--- config.mk ---
export PLATFORM = sky130hd
export DESIGN_NAME = skc_cell
export DESIGN_NICKNAME = d
export VERILOG_FILES = /design/src/rtl/skc_pkg.sv /design/src/rtl/skc_cell.sv
export SDC_FILE = /design/constraint.sdc
export NUM_CORES = 1
export LEC_CHECK = 0
export BUFFER_PORTS_ARGS = -buffer_cell sky130_fd_sc_hd__buf_2
export CORE_ASPECT_RATIO = 0.7
export CORE_MARGIN = 3
export CORE_UTILIZATION = 40
export CTS_BUF_LIST = sky130_fd_sc_hd__clkbuf_2 sky130_fd_sc_hd__clkbuf_4 sky130_fd_sc_hd__clkbuf_8
export DETAILED_ROUTE_END_ITERATION = 6
export GPL_ROUTABILITY_DRIVEN = 0
export GPL_TIMING_DRIVEN = 0
export PLACE_DENSITY_LB_ADDON = 0.12
export SYNTH_ARGS = -nofsm -noshare
export SYNTH_HDL_FRONTEND = slang
export SYNTH_SLANG_ARGS = --single-unit
--- constraint.sdc ---
create_clock -name clk -period 0.8 [get_ports clk]
set_input_delay 0.16 -clock clk [delete_from_list [all_inputs] [get_ports clk]]
set_output_delay 0.16 -clock clk [all_outputs]
set_load 0.01 [all_outputs]
--- src/rtl/skc_pkg.sv ---
`timescale 1ns / 1ps
`default_nettype none

package skc_pkg;

    localparam int CMD_W      = 2;
    localparam int TAP_IDX_W  = 8;
    localparam int SAMPLE_W   = 24;
    localparam int WEIGHT_W   = 18;
    localparam int INDEX_W    = 21;
    localparam int CFG_W      = 9;
    localparam int CFG_IDX_W  = 1;

    // signed sample times weight with a zero sign bit
    localparam int PROD_W     = SAMPLE_W + WEIGHT_W + 1;

    localparam int ROUND_SHIFT = 18;
    localparam int ROUND_HALF  = 131072;
    localparam int SAMPLE_MAX  = 8388607;
    localparam int SAMPLE_MIN  = -8388608;
    localparam int WEIGHT_MAX  = 262143;

    localparam logic [CMD_W-1:0] CMD_LOAD    = 2'd0;
    localparam logic [CMD_W-1:0] CMD_SAMPLE  = 2'd1;
    localparam logic [CMD_W-1:0] CMD_RESTART = 2'd2;

    localparam logic [CFG_IDX_W-1:0] REG_KERNEL_LENGTH = 1'b0;
    localparam logic [CFG_IDX_W-1:0] REG_WINDOW_OFFSET = 1'b1;

    typedef logic signed [SAMPLE_W-1:0] sample_t;
    typedef logic [WEIGHT_W-1:0]        weight_t;

    typedef struct packed {
        logic clear;   // zero the accumulator
        logic act;     // tail sample and weight address belong to the window
    } mac_ctl_t;

endpackage

`default_nettype wire

--- src/rtl/skc_cell.sv ---
`timescale 1ns / 1ps
`default_nettype none

module skc_cell
    import skc_pkg::*;
(
    input  wire logic    clk,
    input  wire logic    rst_n,
    input  wire logic    shift,
    input  wire sample_t d,
    output sample_t      q
);

    sample_t sample_reg;

    // one delay-line slot; moves one place along the chain when shifting
    always_ff @(posedge clk or negedge rst_n)
    begin
        if (!rst_n)
        begin
            sample_reg <= '0;
        end
        else if (shift)
        begin
            sample_reg <= d;
        end
    end

    assign q = sample_reg;

endmodule

`default_nettype wire

* Yosys cells after proc, flatten, opt, wreduce, memory -nomap -nowiden
Index checks and enable logic that the tools add are counted.
** Word-level totals
- Logic and storage cells :: 1
- Memory bits (read-only) :: 0
- Bits of input ports :: 27
- Memories kept :: 0
- Flip-flop bits (word level) :: 24
- Output and inout port bits :: 24
- Memory bits (writable) :: 0
- Latch bits :: 0
** Cells by class
- Shift-type cells :: 0
- $mul :: 0
- Divide/modulo/power cells :: 0
- Multiplexer cells :: 0
- $lt $le $gt $ge :: 0
- Bitwise logic cells :: 0
- Reductions and logical operators :: 0
- Equal/unequal tests :: 0
- Add/sub/neg operators :: 0

* Logic depth before layout (Yosys ltp)
- Depth after elaboration :: 0
- Gate-level depth with buffers :: 3
- Mapped depth without buffers :: 1

* Least setup slack after synthesis
No wires, ideal clock.
- Path kind :: input port to flip-flop
- Start :: input port shift
- End :: register sample_reg[10], in the netlist q[10]
- Arrival :: 0.699 ns
- Slack :: -0.024 ns
- Buffers on the path :: 2
- Stages :: 3
- Data required time :: 0.675 ns
- Cells stage by stage :: buf_6 buf_12 mux2_4
** RTL lines
- start, declared :: RTL line skc_cell.sv:9 : input wire logic shift,
- end signal, assigned :: RTL line skc_cell.sv:21 : sample_reg <= '0;
- end signal, assigned :: RTL line skc_cell.sv:25 : sample_reg <= d;
- end, declared :: RTL line skc_cell.sv:14 : sample_t sample_reg;
No word-level cell between the ends.

* Final worst setup path
- Start :: register sample_reg[9], in the netlist q[9]
- End :: output port q[9]
** RTL lines
- end, declared :: RTL line skc_cell.sv:11 : output sample_t q
No word-level cell between the ends.

==> results.md <==
* Final setup vio count at 38
* Fill count at 176
* DP HPWL at 1440 um
* Worst skew pair latency at 0.31 ns
* Max Root-Sink Buffers at 2
* Worst EP required at 0.64 ns
* Static Leak at 0.781 nW
* Max Cap Viol at 0
* Adder-Cell Fraction of Synth Area at 0
* Reg power frac at 0.523
* CTS Root Cell: clkbuf_4
* Layout Skew at 0 ns
* Tmin final at 1.02 ns
* Post-DP Area at 0.00129 mm^2
* WL/cell at 13.2 um
* Power Total at 2.67 mW
* Max stage delay on crit path at 0.41 ns
* Final Worst Setup Slack at -0.222 ns
* Clock network power share at 0.232
* Worst path slowest cell: dfrtp_1
* Rel. slew slack at 0.660
* Worst slack, placed at -0.0490 ns
* Cell area after layout at 0.00146 mm^2
* Maximum VDD drop at 1.27 mV
* # placed instances at 132
* Global-route wire length before repair at 2880 um
* Top delay family on crit path: flip-flops
* CTS tree: built
* Worst path bufs/invs at 1
* Number of port buffers at 49
* Pre-antenna DRT Iters at 3
* Run status: complete, but fails checks
* Worst Tran Pin Value at 0.511 ns
* GRT Util Overall at 0.129
* CP Class: reg2out
* Synthesized flop and latch total at 24
* Ratio of cells with drive above 1 in the final layout at 0.790
* Post-Syn Instances at 51
* Largest family of logic cells by synthesized area: multiplexers
* Cts bufs inserted at 3
* Final Max Tran Viols at 0
* CTS HTree Levels at 1
* Failing checks: setup timing
* Clk sinks at 24
* Synth warn at 0
* Sw frac at 0.240
* Initial Util at 0.441
* Crit path cell chain: buf_2
* Switch Pwr at 643 uW
* Vias in the first global route at 620
* RSZ-0062 raised after global routing: true
* Fmax at 979 MHz
* Die ar. at 0.00314 mm^2
* Max reg flops at 24
* Critical-path maximum fanout at 2
* CP Capture Type: primary output
* Iter 0 DRT Violations at 18
* Min-Delay Path Class: in2reg
* Drt total wl at 1990 um
* # DRC at 0
* P_int at 2.03 mW
* Post-DRT Antenna Nets at 0
* Power Density at 1830 mW/mm^2
* Mapped Area at 997 um^2
* Initial antenna violation count at 0
* Num rows at 14
* Io pins at 51
* CORE AREA at 0.00226 mm^2
* Grt ovf at 0
* Post-synthesis cell type count at 5
* Fin crit share at 1.28
* Largest net degree at the start of global routing at 25
* Die Wd at 65.7 um
* Fin cells at 151
* Area Growth Syn to Fin at 46.5%
* Mux cell area share after synthesis at 0.346
* Final net count at 147
* Complex-gate fraction of the synthesized area at 0
* Synth Area in Simple Gates at 0
* Diodes inserted at 0
* Final hold vios at 0
* Syn nets at 78
* Xor/xnor share of the synthesized area at 0
* Chip Height at 47.8 um
* Comb pwr share at 0.245
* FF-to-FF setup slack at -0.10 ns
* Vias per inst at 4.26
* CP Launch Type: flop
* Clock-pin slew on the worst setup and hold paths at 0.12 ns
* CP arrival at 0.86 ns
* Sequential share of the synthesized area at 0.602
* Mapped Avg Cell Area at 19.6 um^2
* Total number of vias at 643
==> logic make-up after synthesis <==
| logic type | Yosys count |
|---|---|
| DFF | 24 |
| buffers and inverters | 3 |
| muxes | 24 |
==> worst paths after layout <==
kind                       start     to  cells past startpoint
min in group asynchronous  rst_n  q[13]                      2
min                         d[9]   q[9]                      2
max in group asynchronous  rst_n  q[11]                      2
max                         q[9]   q[9]                      1
max reg2reg                 q[2]   q[2]                      2
min reg2reg                q[13]  q[13]                      1
==> Yosys cell counts <==
library cell	n	area, um^2
buf_12	2	40.0
mux2_4	20	300
dfrtp_1	24	601
buf_6	1	11.3
mux2_2	4	45.0
==> cell usage in the layout (no fill, tap or decap) <==
cell type	count
clkbuf_4	3
mux2_2	4
buf_12	3
buf_4	9
dfrtp_1	24
mux2_4	20
clkbuf_8	1
dlygate4sd3_1	1
buf_2	49
buf_6	5
==> stage by stage <==
step,hold WS [ns],util,setup TNS (ns)
5_1_grt,0.0389,0.647,-7.65
2_1_floorplan,-0.136,-,-0.364
6_report,0.0704,0.647,-6.09
4_1_cts,0.0547,0.622,-6.00
3_5_place_dp,0.169,0.571,-0.793
3_3_place_gp,0.169,0.571,-0.705
==> power by group through the flow <==
stage | Combinational (mW) | Clock, mW | Sequential [mW]
floorplan | 0.244 | 0 | 1.48
global placement | 0.534 | 0 | 1.41
detailed placement | 0.541 | 0 | 1.42
CTS | 0.616 | 0.653 | 1.39
global route | 0.707 | 0.710 | 1.41
finish | 0.656 | 0.620 | 1.40
==> routing by layer <==
layer | vias up | part of all wire | track usage
met1 | 303 | 0.46 | 0.167
met4 | 0 | 0 | 0.0124
li1 | 314 | - | -
met2 | 26 | 0.47 | 0.211
met3 | 0 | 0.070 | 0.0563
met5 | - | 0 | 0
==> final cells by class <==
| type | count | area, um^2 | share of cell area |
|---|---|---|---|
| Tap cell | 32 | 40.0 | 0.0274 |
| Clock buffer | 4 | 36.3 | 0.0248 |
| Multi-Input combinational cell | 24 | 345 | 0.236 |
| Buffer | 3 | 60.1 | 0.0411 |
| Sequential cell | 24 | 601 | 0.411 |
| Timing Repair Buffer | 64 | 379 | 0.259 |
==> repair_timing <==
item / CTS / global route
hold buffers: 1 / 0
endpoints found under the setup margin: 24 / 33
hold endpoints to repair: 24 / 0
gates resized for setup: 0 / 5
buffers inserted: 9 / 10
(Power assumes the default switching activity.)
