## config.mk

```make
export PLATFORM = sky130hd
export DESIGN_NAME = skc_mac
export DESIGN_NICKNAME = d
export VERILOG_FILES = /design/src/rtl/skc_pkg.sv /design/src/rtl/skc_mac.sv
export SDC_FILE = /design/constraint.sdc
export NUM_CORES = 1
export LEC_CHECK = 0
export ABC_CLOCK_PERIOD_IN_PS = 8850
export BUFFER_PORTS_ARGS = -buffer_cell sky130_fd_sc_hd__buf_2
export CAP_MARGIN = 20
export CELL_PAD_IN_SITES_DETAIL_PLACEMENT = 1
export CELL_PAD_IN_SITES_GLOBAL_PLACEMENT = 1
export CORE_UTILIZATION = 39
export DETAILED_ROUTE_END_ITERATION = 6
export GPL_TIMING_DRIVEN = 0
export PLACE_DENSITY = 0.68
export SLEW_MARGIN = 10
export SYNTH_ARGS = -nofsm -noshare
export SYNTH_HDL_FRONTEND = slang
export SYNTH_SLANG_ARGS = --single-unit
```

## constraint.sdc

```tcl
create_clock -name clk -period 8.85 [get_ports clk]
set_input_delay 1.3275 -clock clk [delete_from_list [all_inputs] [get_ports clk]]
set_output_delay 1.3275 -clock clk [all_outputs]
set_load 0.05 [all_outputs]
```

## src/rtl/skc_pkg.sv

```systemverilog
`timescale 1ns / 1ps
`default_nettype none

package skc_pkg;

    localparam int CMD_W      = 2;
    localparam int TAP_IDX_W  = 8;
    localparam int SAMPLE_W   = 24;
    localparam int WEIGHT_W   = 18;
    localparam int INDEX_W    = 21;
    localparam int CFG_W      = 9;
    localparam int CFG_IDX_W  = 1;

    // signed sample times weight with a zero sign bit
    localparam int PROD_W     = SAMPLE_W + WEIGHT_W + 1;

    localparam int ROUND_SHIFT = 18;
    localparam int ROUND_HALF  = 131072;
    localparam int SAMPLE_MAX  = 8388607;
    localparam int SAMPLE_MIN  = -8388608;
    localparam int WEIGHT_MAX  = 262143;

    localparam logic [CMD_W-1:0] CMD_LOAD    = 2'd0;
    localparam logic [CMD_W-1:0] CMD_SAMPLE  = 2'd1;
    localparam logic [CMD_W-1:0] CMD_RESTART = 2'd2;

    localparam logic [CFG_IDX_W-1:0] REG_KERNEL_LENGTH = 1'b0;
    localparam logic [CFG_IDX_W-1:0] REG_WINDOW_OFFSET = 1'b1;

    typedef logic signed [SAMPLE_W-1:0] sample_t;
    typedef logic [WEIGHT_W-1:0]        weight_t;

    typedef struct packed {
        logic clear;   // zero the accumulator
        logic act;     // tail sample and weight address belong to the window
    } mac_ctl_t;

endpackage

`default_nettype wire

```

## src/rtl/skc_mac.sv

```systemverilog
`timescale 1ns / 1ps
`default_nettype none

module skc_mac
    import skc_pkg::*;
#(
    parameter int ACC_W = 52
) (
    input  wire logic     clk,
    input  wire logic     rst_n,
    input  wire mac_ctl_t ctl,
    input  wire sample_t  sample,
    input  wire weight_t  weight,
    output sample_t       result
);

    sample_t                   sample_d_reg;
    logic                      act1_reg;
    logic                      act2_reg;
    logic signed [PROD_W-1:0]  prod_reg;
    logic signed [PROD_W-1:0]  prod_next;
    logic signed [ACC_W-1:0]   acc_reg;
    logic signed [ACC_W-1:0]   rnd;
    logic signed [ACC_W-1:0]   shifted;

    // weight arrives the cycle after its address, so the sample is held back by a register too
    always_ff @(posedge clk or negedge rst_n)
    begin
        if (!rst_n)
        begin
            act1_reg <= 1'b0;
            act2_reg <= 1'b0;
        end
        else
        begin
            act1_reg <= ctl.act;
            act2_reg <= act1_reg;
        end
    end

    assign prod_next = $signed(sample_d_reg) * $signed({1'b0, weight});

    always_ff @(posedge clk)
    begin
        sample_d_reg <= sample;
        prod_reg     <= prod_next;
    end

    always_ff @(posedge clk)
    begin
        if (ctl.clear)
        begin
            acc_reg <= '0;
        end
        else if (act2_reg)
        begin
            acc_reg <= acc_reg + ACC_W'(prod_reg);
        end
    end

    // round half up to Q2.22, then saturate
    always_comb
    begin
        rnd     = acc_reg + ACC_W'(ROUND_HALF);
        shifted = rnd >>> ROUND_SHIFT;
        if (shifted > ACC_W'(SAMPLE_MAX))
        begin
            result = sample_t'(SAMPLE_MAX);
        end
        else if (shifted < ACC_W'(SAMPLE_MIN))
        begin
            result = sample_t'(SAMPLE_MIN);
        end
        else
        begin
            result = shifted[SAMPLE_W-1:0];
        end
    end

endmodule

`default_nettype wire

```

* Yosys cells after proc, flatten, opt, wreduce, memory -nomap -nowiden
Cells that the tools add are included.
** Storage, ports and cells
- Register bits :: 121
- Bits in latches :: 0
- Memory bits (writable) :: 0
- Memory bits (read-only) :: 0
- Input port bits :: 46
- Output and inout port bits :: 24
- Word-level logic and storage cells :: 12
- Memories :: 0
** Cells by class
- Add/subtract/negate cells :: 2
- $mul :: 1
- Div/mod/pow operators :: 0
- Order comparisons :: 2
- Eq/ne operators :: 0
- Shifts and indexed selects :: 0
- Muxes and demuxes :: 2
- Bitwise operators :: 0
- Reduce and logical (&&, ||, !) cells :: 0
** Operator list (number)
- $add 52x19->52 const B :: 1
- $add 52x43->52 :: 1
- $mux 24 :: 2
- $mul 24x19->43 :: 1
- $gt 34x24->1 const B :: 1
- $lt 34x24->1 const B :: 1

* Depth between registers and ports, before layout
- Depth in word-level cells :: 4
- Gate-level depth with buffers :: 25
- Mapped depth without buffers :: 24

* Worst setup path after synthesis
No wires, ideal clock.
- Kind :: input to register
- Start :: input port weight[2]
- End :: register prod_reg[40]
- Setup time :: 0.072 ns
- Arrival :: 7.210 ns
- Required time :: 8.778 ns
- Slack :: 1.569 ns
- Stages :: 20
- Path buffers :: 1
- Cells stage by stage :: clkbuf_1 > and2_1 > fa_1 > inv_1 > fa_1 > fa_1 > inv_1 > fa_1 > fa_1 > inv_1 > fa_1 > inv_1 > ha_1 > nand2_1 > o21ai_0 > nor2_1 > a2111oi_1 > a41oi_1 > a21oi_1 > xor2_1
** Between the ends
- Word-level cells in the longest chain between the ends :: 1
** RTL lines
- start, declared :: RTL line skc_mac.sv:13 : input wire weight_t weight,
- $mul 24x19->43 :: RTL line skc_mac.sv:41 : assign prod_next = $signed(sample_d_reg) * $signed({1'b0, weight});
- named net prod_next[40] :: RTL line skc_mac.sv:21 : logic signed [PROD_W-1:0] prod_next;
- end signal, assigned :: RTL line skc_mac.sv:46 : prod_reg <= prod_next;
- end, declared :: RTL line skc_mac.sv:20 : logic signed [PROD_W-1:0] prod_reg;
The timed path passes the listed nets, and every way through them passes these cells.
A chain may end at the register's enable or synchronous reset.

* Worst setup path after layout
- Start :: input port weight[1]
- End :: register prod_reg[39]
Same word-level chain as after synthesis.

==> out/summary.txt <==
Required @ worst endpoint: 9210 ps
WP data arrival: 8570 ps
Layout area overhead: 8.29%
ANT nets after route: 0
First-pass GRT wire length: 111000 um
CTS tree: yes
# rows: 88
Main combinational cell family by area after synthesis: adder cells
Number of flops mapped to enable cells by yosys: 0
Max_cap viols: 0
Layout cell share with drive strength beyond 1: 5.31%
Seq/Total Area, Yosys: 10.6%
Post-synth ARST share: 1.65%
GP Congestion: 0.927
Clk_lat worst skew: 490 ps
Register clock-pin slew on the reported worst setup and hold paths: 60 ps
Post-synthesis cell area: 0.0230 mm^2
Mux share of post-synthesis cell area: 1.57%
Die area: 0.0600 mm^2
DRT Pass-1 Iters: 5
Max Fanout on Critical Path: 10
Clk Tree Root Cell: clkbuf_16
Chip width: 245 um
RSZ-0062 raised after global routing: false
Peak Freq: 122 MHz
Max Root-Sink Buffers: 2
Largest net degree at the start of global routing: 17
Post-CTS setup repair buffer count: 0
Core region area: 0.0580 mm^2
Max-slew violations: 0
Iter 0 DRT Violations: 854
Worst slew pin tran: 1120 ps
Post-Synth Simple-Gate Area: 16.9%
Seq cells post-synth: 121
Number of global-route vias before repair: 20.0k
Post-Route WL: 69500 um
Final min period: 8220 ps
Clk_skew: 26.7 ps
Post-detail-place hpwl: 60400 um
Chip height: 245 um
Synth Area in Adders: 46.3%
XOR/XNOR share of the synthesized area: 4.41%
Max FFs per register: 52
Outcome: complete, no violations
Fin crit share: 92.8%
Final hold violations: 0
H-tree level count: 4
Ports: 70
DRC: 0
Final setup viols: 0
Hold Crit Class: reg -> reg
# resized after CTS: 0
Avg Cell Area, Syn: 8.86 um^2
Netlist cell types: 78
Synthesized Nets: 3236
Gr ovfl total: 0
Setup CP Type: in -> reg
Routed vias/inst: 5.10
Port Buffers: 68
Slew headroom: 25.2%
Synth Flop Type: dfxtp_1
Initial antenna violation count: 2
Setup TNS: 0 ps
Wirelength per Cell: 20.1 um
Starting density of the core: 39.7%
Synth warn: 0
Post-synthesis compound-gate area fraction: 9.55%
Post-Synthesis Cells: 2597
Num CTS Buffers: 17
Final nets: 3323
CP startpoint kind: input pin
Crit end category: flip-flop
GRT Resource Usage Total: 24.5%
Hold-fix buffers, CTS: 0
Via count: 17.6k
Clock sink count: 121
## Yosys cell counts (3+ instances only)
| master | count | share of area (%) |
|---|---|---|
| nor4_1 | 3 | 0.082 |
| xor2_1 | 38 | 1.4 |
| nor2b_1 | 11 | 0.30 |
| ha_1 | 163 | 8.9 |
| a21o_1 | 47 | 1.5 |
| a311o_1 | 4 | 0.17 |
| nand2_1 | 239 | 3.9 |
| o22ai_1 | 6 | 0.16 |
| o31a_1 | 3 | 0.11 |
| and4_1 | 9 | 0.34 |
| and2_1 | 270 | 7.3 |
| o21ai_1 | 16 | 0.35 |
| nor2_1 | 110 | 1.8 |
| a211o_1 | 4 | 0.15 |
| a21oi_1 | 94 | 2.0 |
| and3_1 | 11 | 0.30 |
| o21ai_0 | 42 | 0.91 |
| a21boi_0 | 3 | 0.098 |
| a221oi_1 | 3 | 0.11 |
| fa_1 | 430 | 37 |
| nor3_1 | 18 | 0.39 |
| a211oi_1 | 9 | 0.29 |
| a41oi_1 | 3 | 0.11 |
| o211ai_1 | 3 | 0.098 |
| dfxtp_1 | 119 | 10 |
| nand2b_1 | 11 | 0.30 |
| inv_1 | 552 | 9.0 |
| clkbuf_1 | 80 | 1.3 |
| or2_2 | 4 | 0.11 |
| nand4_1 | 15 | 0.41 |
| mux2i_1 | 36 | 1.6 |
| or3_1 | 5 | 0.14 |
| nand3_1 | 29 | 0.63 |
| nor3b_1 | 3 | 0.098 |
| buf_1 | 5 | 0.082 |
| a31oi_1 | 20 | 0.54 |
| o21a_1 | 15 | 0.49 |
| xnor2_1 | 76 | 2.9 |
| o21ai_2 | 21 | 0.80 |
| o31ai_1 | 4 | 0.13 |
| o21bai_1 | 11 | 0.36 |
## through the flow
stage               hold WS [ps]  utilization (%)  cell area [um^2]  std cells  setup slack (ps)
finish                       361             43.0             24900       3460               635
global route                 384             43.0             24900       3459              97.1
CTS                          370             43.0             24900       3459               508
detailed placement           358             41.9             24300       3430              9.25
global placement             344             41.9             24300       3430              96.4
floorplan                    331                -             23000       2597              1570
## final cells by class
type | instances | area [um^2]
clock inverter | 8 | 148
timing repair buffer | 68 | 340
antenna | 1 | 2.50
multi-input combinational | 1830 | 18100
tap | 765 | 957
inverter | 554 | 2080
sequential | 121 | 2430
clock buffer | 21 | 460
buffer | 92 | 389
fill | 6845 | 33100
## cells by family (layout without fill, tap and decap cells)
family	count (synthesis)	count (layout)
multiplexers	36	36
AO/OA/AOI/OAI	331	331
other	0	1
buffers and inverters	646	743
adder cells (fa/ha/maj)	593	593
flip-flops	121	121
AND/OR/NAND/NOR	755	755
XOR/XNOR	115	115
## path summary, 6_finish.rpt
path | startpoint | end | slack [ps] | cells past startpoint
setup / recovery | weight[1] | prod_reg[39] | 630 | 22
hold / removal | act1_reg | act2_reg | 360 | 0
setup reg to reg | sample_d_reg[7] | prod_reg[39] | 1130 | 23
hold reg to reg | act1_reg | act2_reg | 360 | 0
max in group asynchronous | rst_n | act1_reg | 8130 | 1
min in group asynchronous | rst_n | act2_reg | 620 | 1
## critical path, cell delays in order
cell and delay (ps):
buf_2 160, clkbuf_1 530, and2_1 340, fa_1 570, inv_1 190, fa_1 430
fa_1 520, inv_1 60, fa_1 540, fa_1 510, inv_1 50, fa_1 520
inv_1 40, ha_1 380, and3_1 250, nand3_1 190, a2111oi_1 870, o211ai_1 270
a31oi_1 380, a21o_1 180, a21oi_1 80, xnor2_1 140
## routing by layer
layer	global-route usage, %	vias up	share of wire [%]	routed length [um]
li1	-	8167	-	-
met1	32.0	9046	46	31700
met2	41.1	334	48	33100
met3	3.96	95	4.0	2810
met4	8.00	0	2.7	1890
met5	0	-	0	0
## cells in the final DEF, fill, tap and decap left out, types with 15 or more instances in the layout
cell type / synthesis / routed
a21o_1: 47 / 47
a21oi_1: 94 / 94
a31oi_1: 20 / 20
and2_1: 270 / 270
buf_2: 2 / 70
clkbuf_1: 80 / 82
clkbuf_16: 0 / 17
dfxtp_1: 119 / 119
fa_1: 430 / 430
ha_1: 163 / 163
inv_1: 552 / 552
mux2i_1: 36 / 36
nand2_1: 239 / 239
nand3_1: 29 / 29
nand4_1: 15 / 15
nor2_1: 110 / 110
nor3_1: 18 / 18
o21a_1: 15 / 15
o21ai_0: 42 / 42
o21ai_1: 16 / 16
o21ai_2: 21 / 21
xnor2_1: 76 / 76
xor2_1: 38 / 38
Power is not shown: default switching activity piles up to over one toggle a cycle in this logic, so the estimate is an artifact.
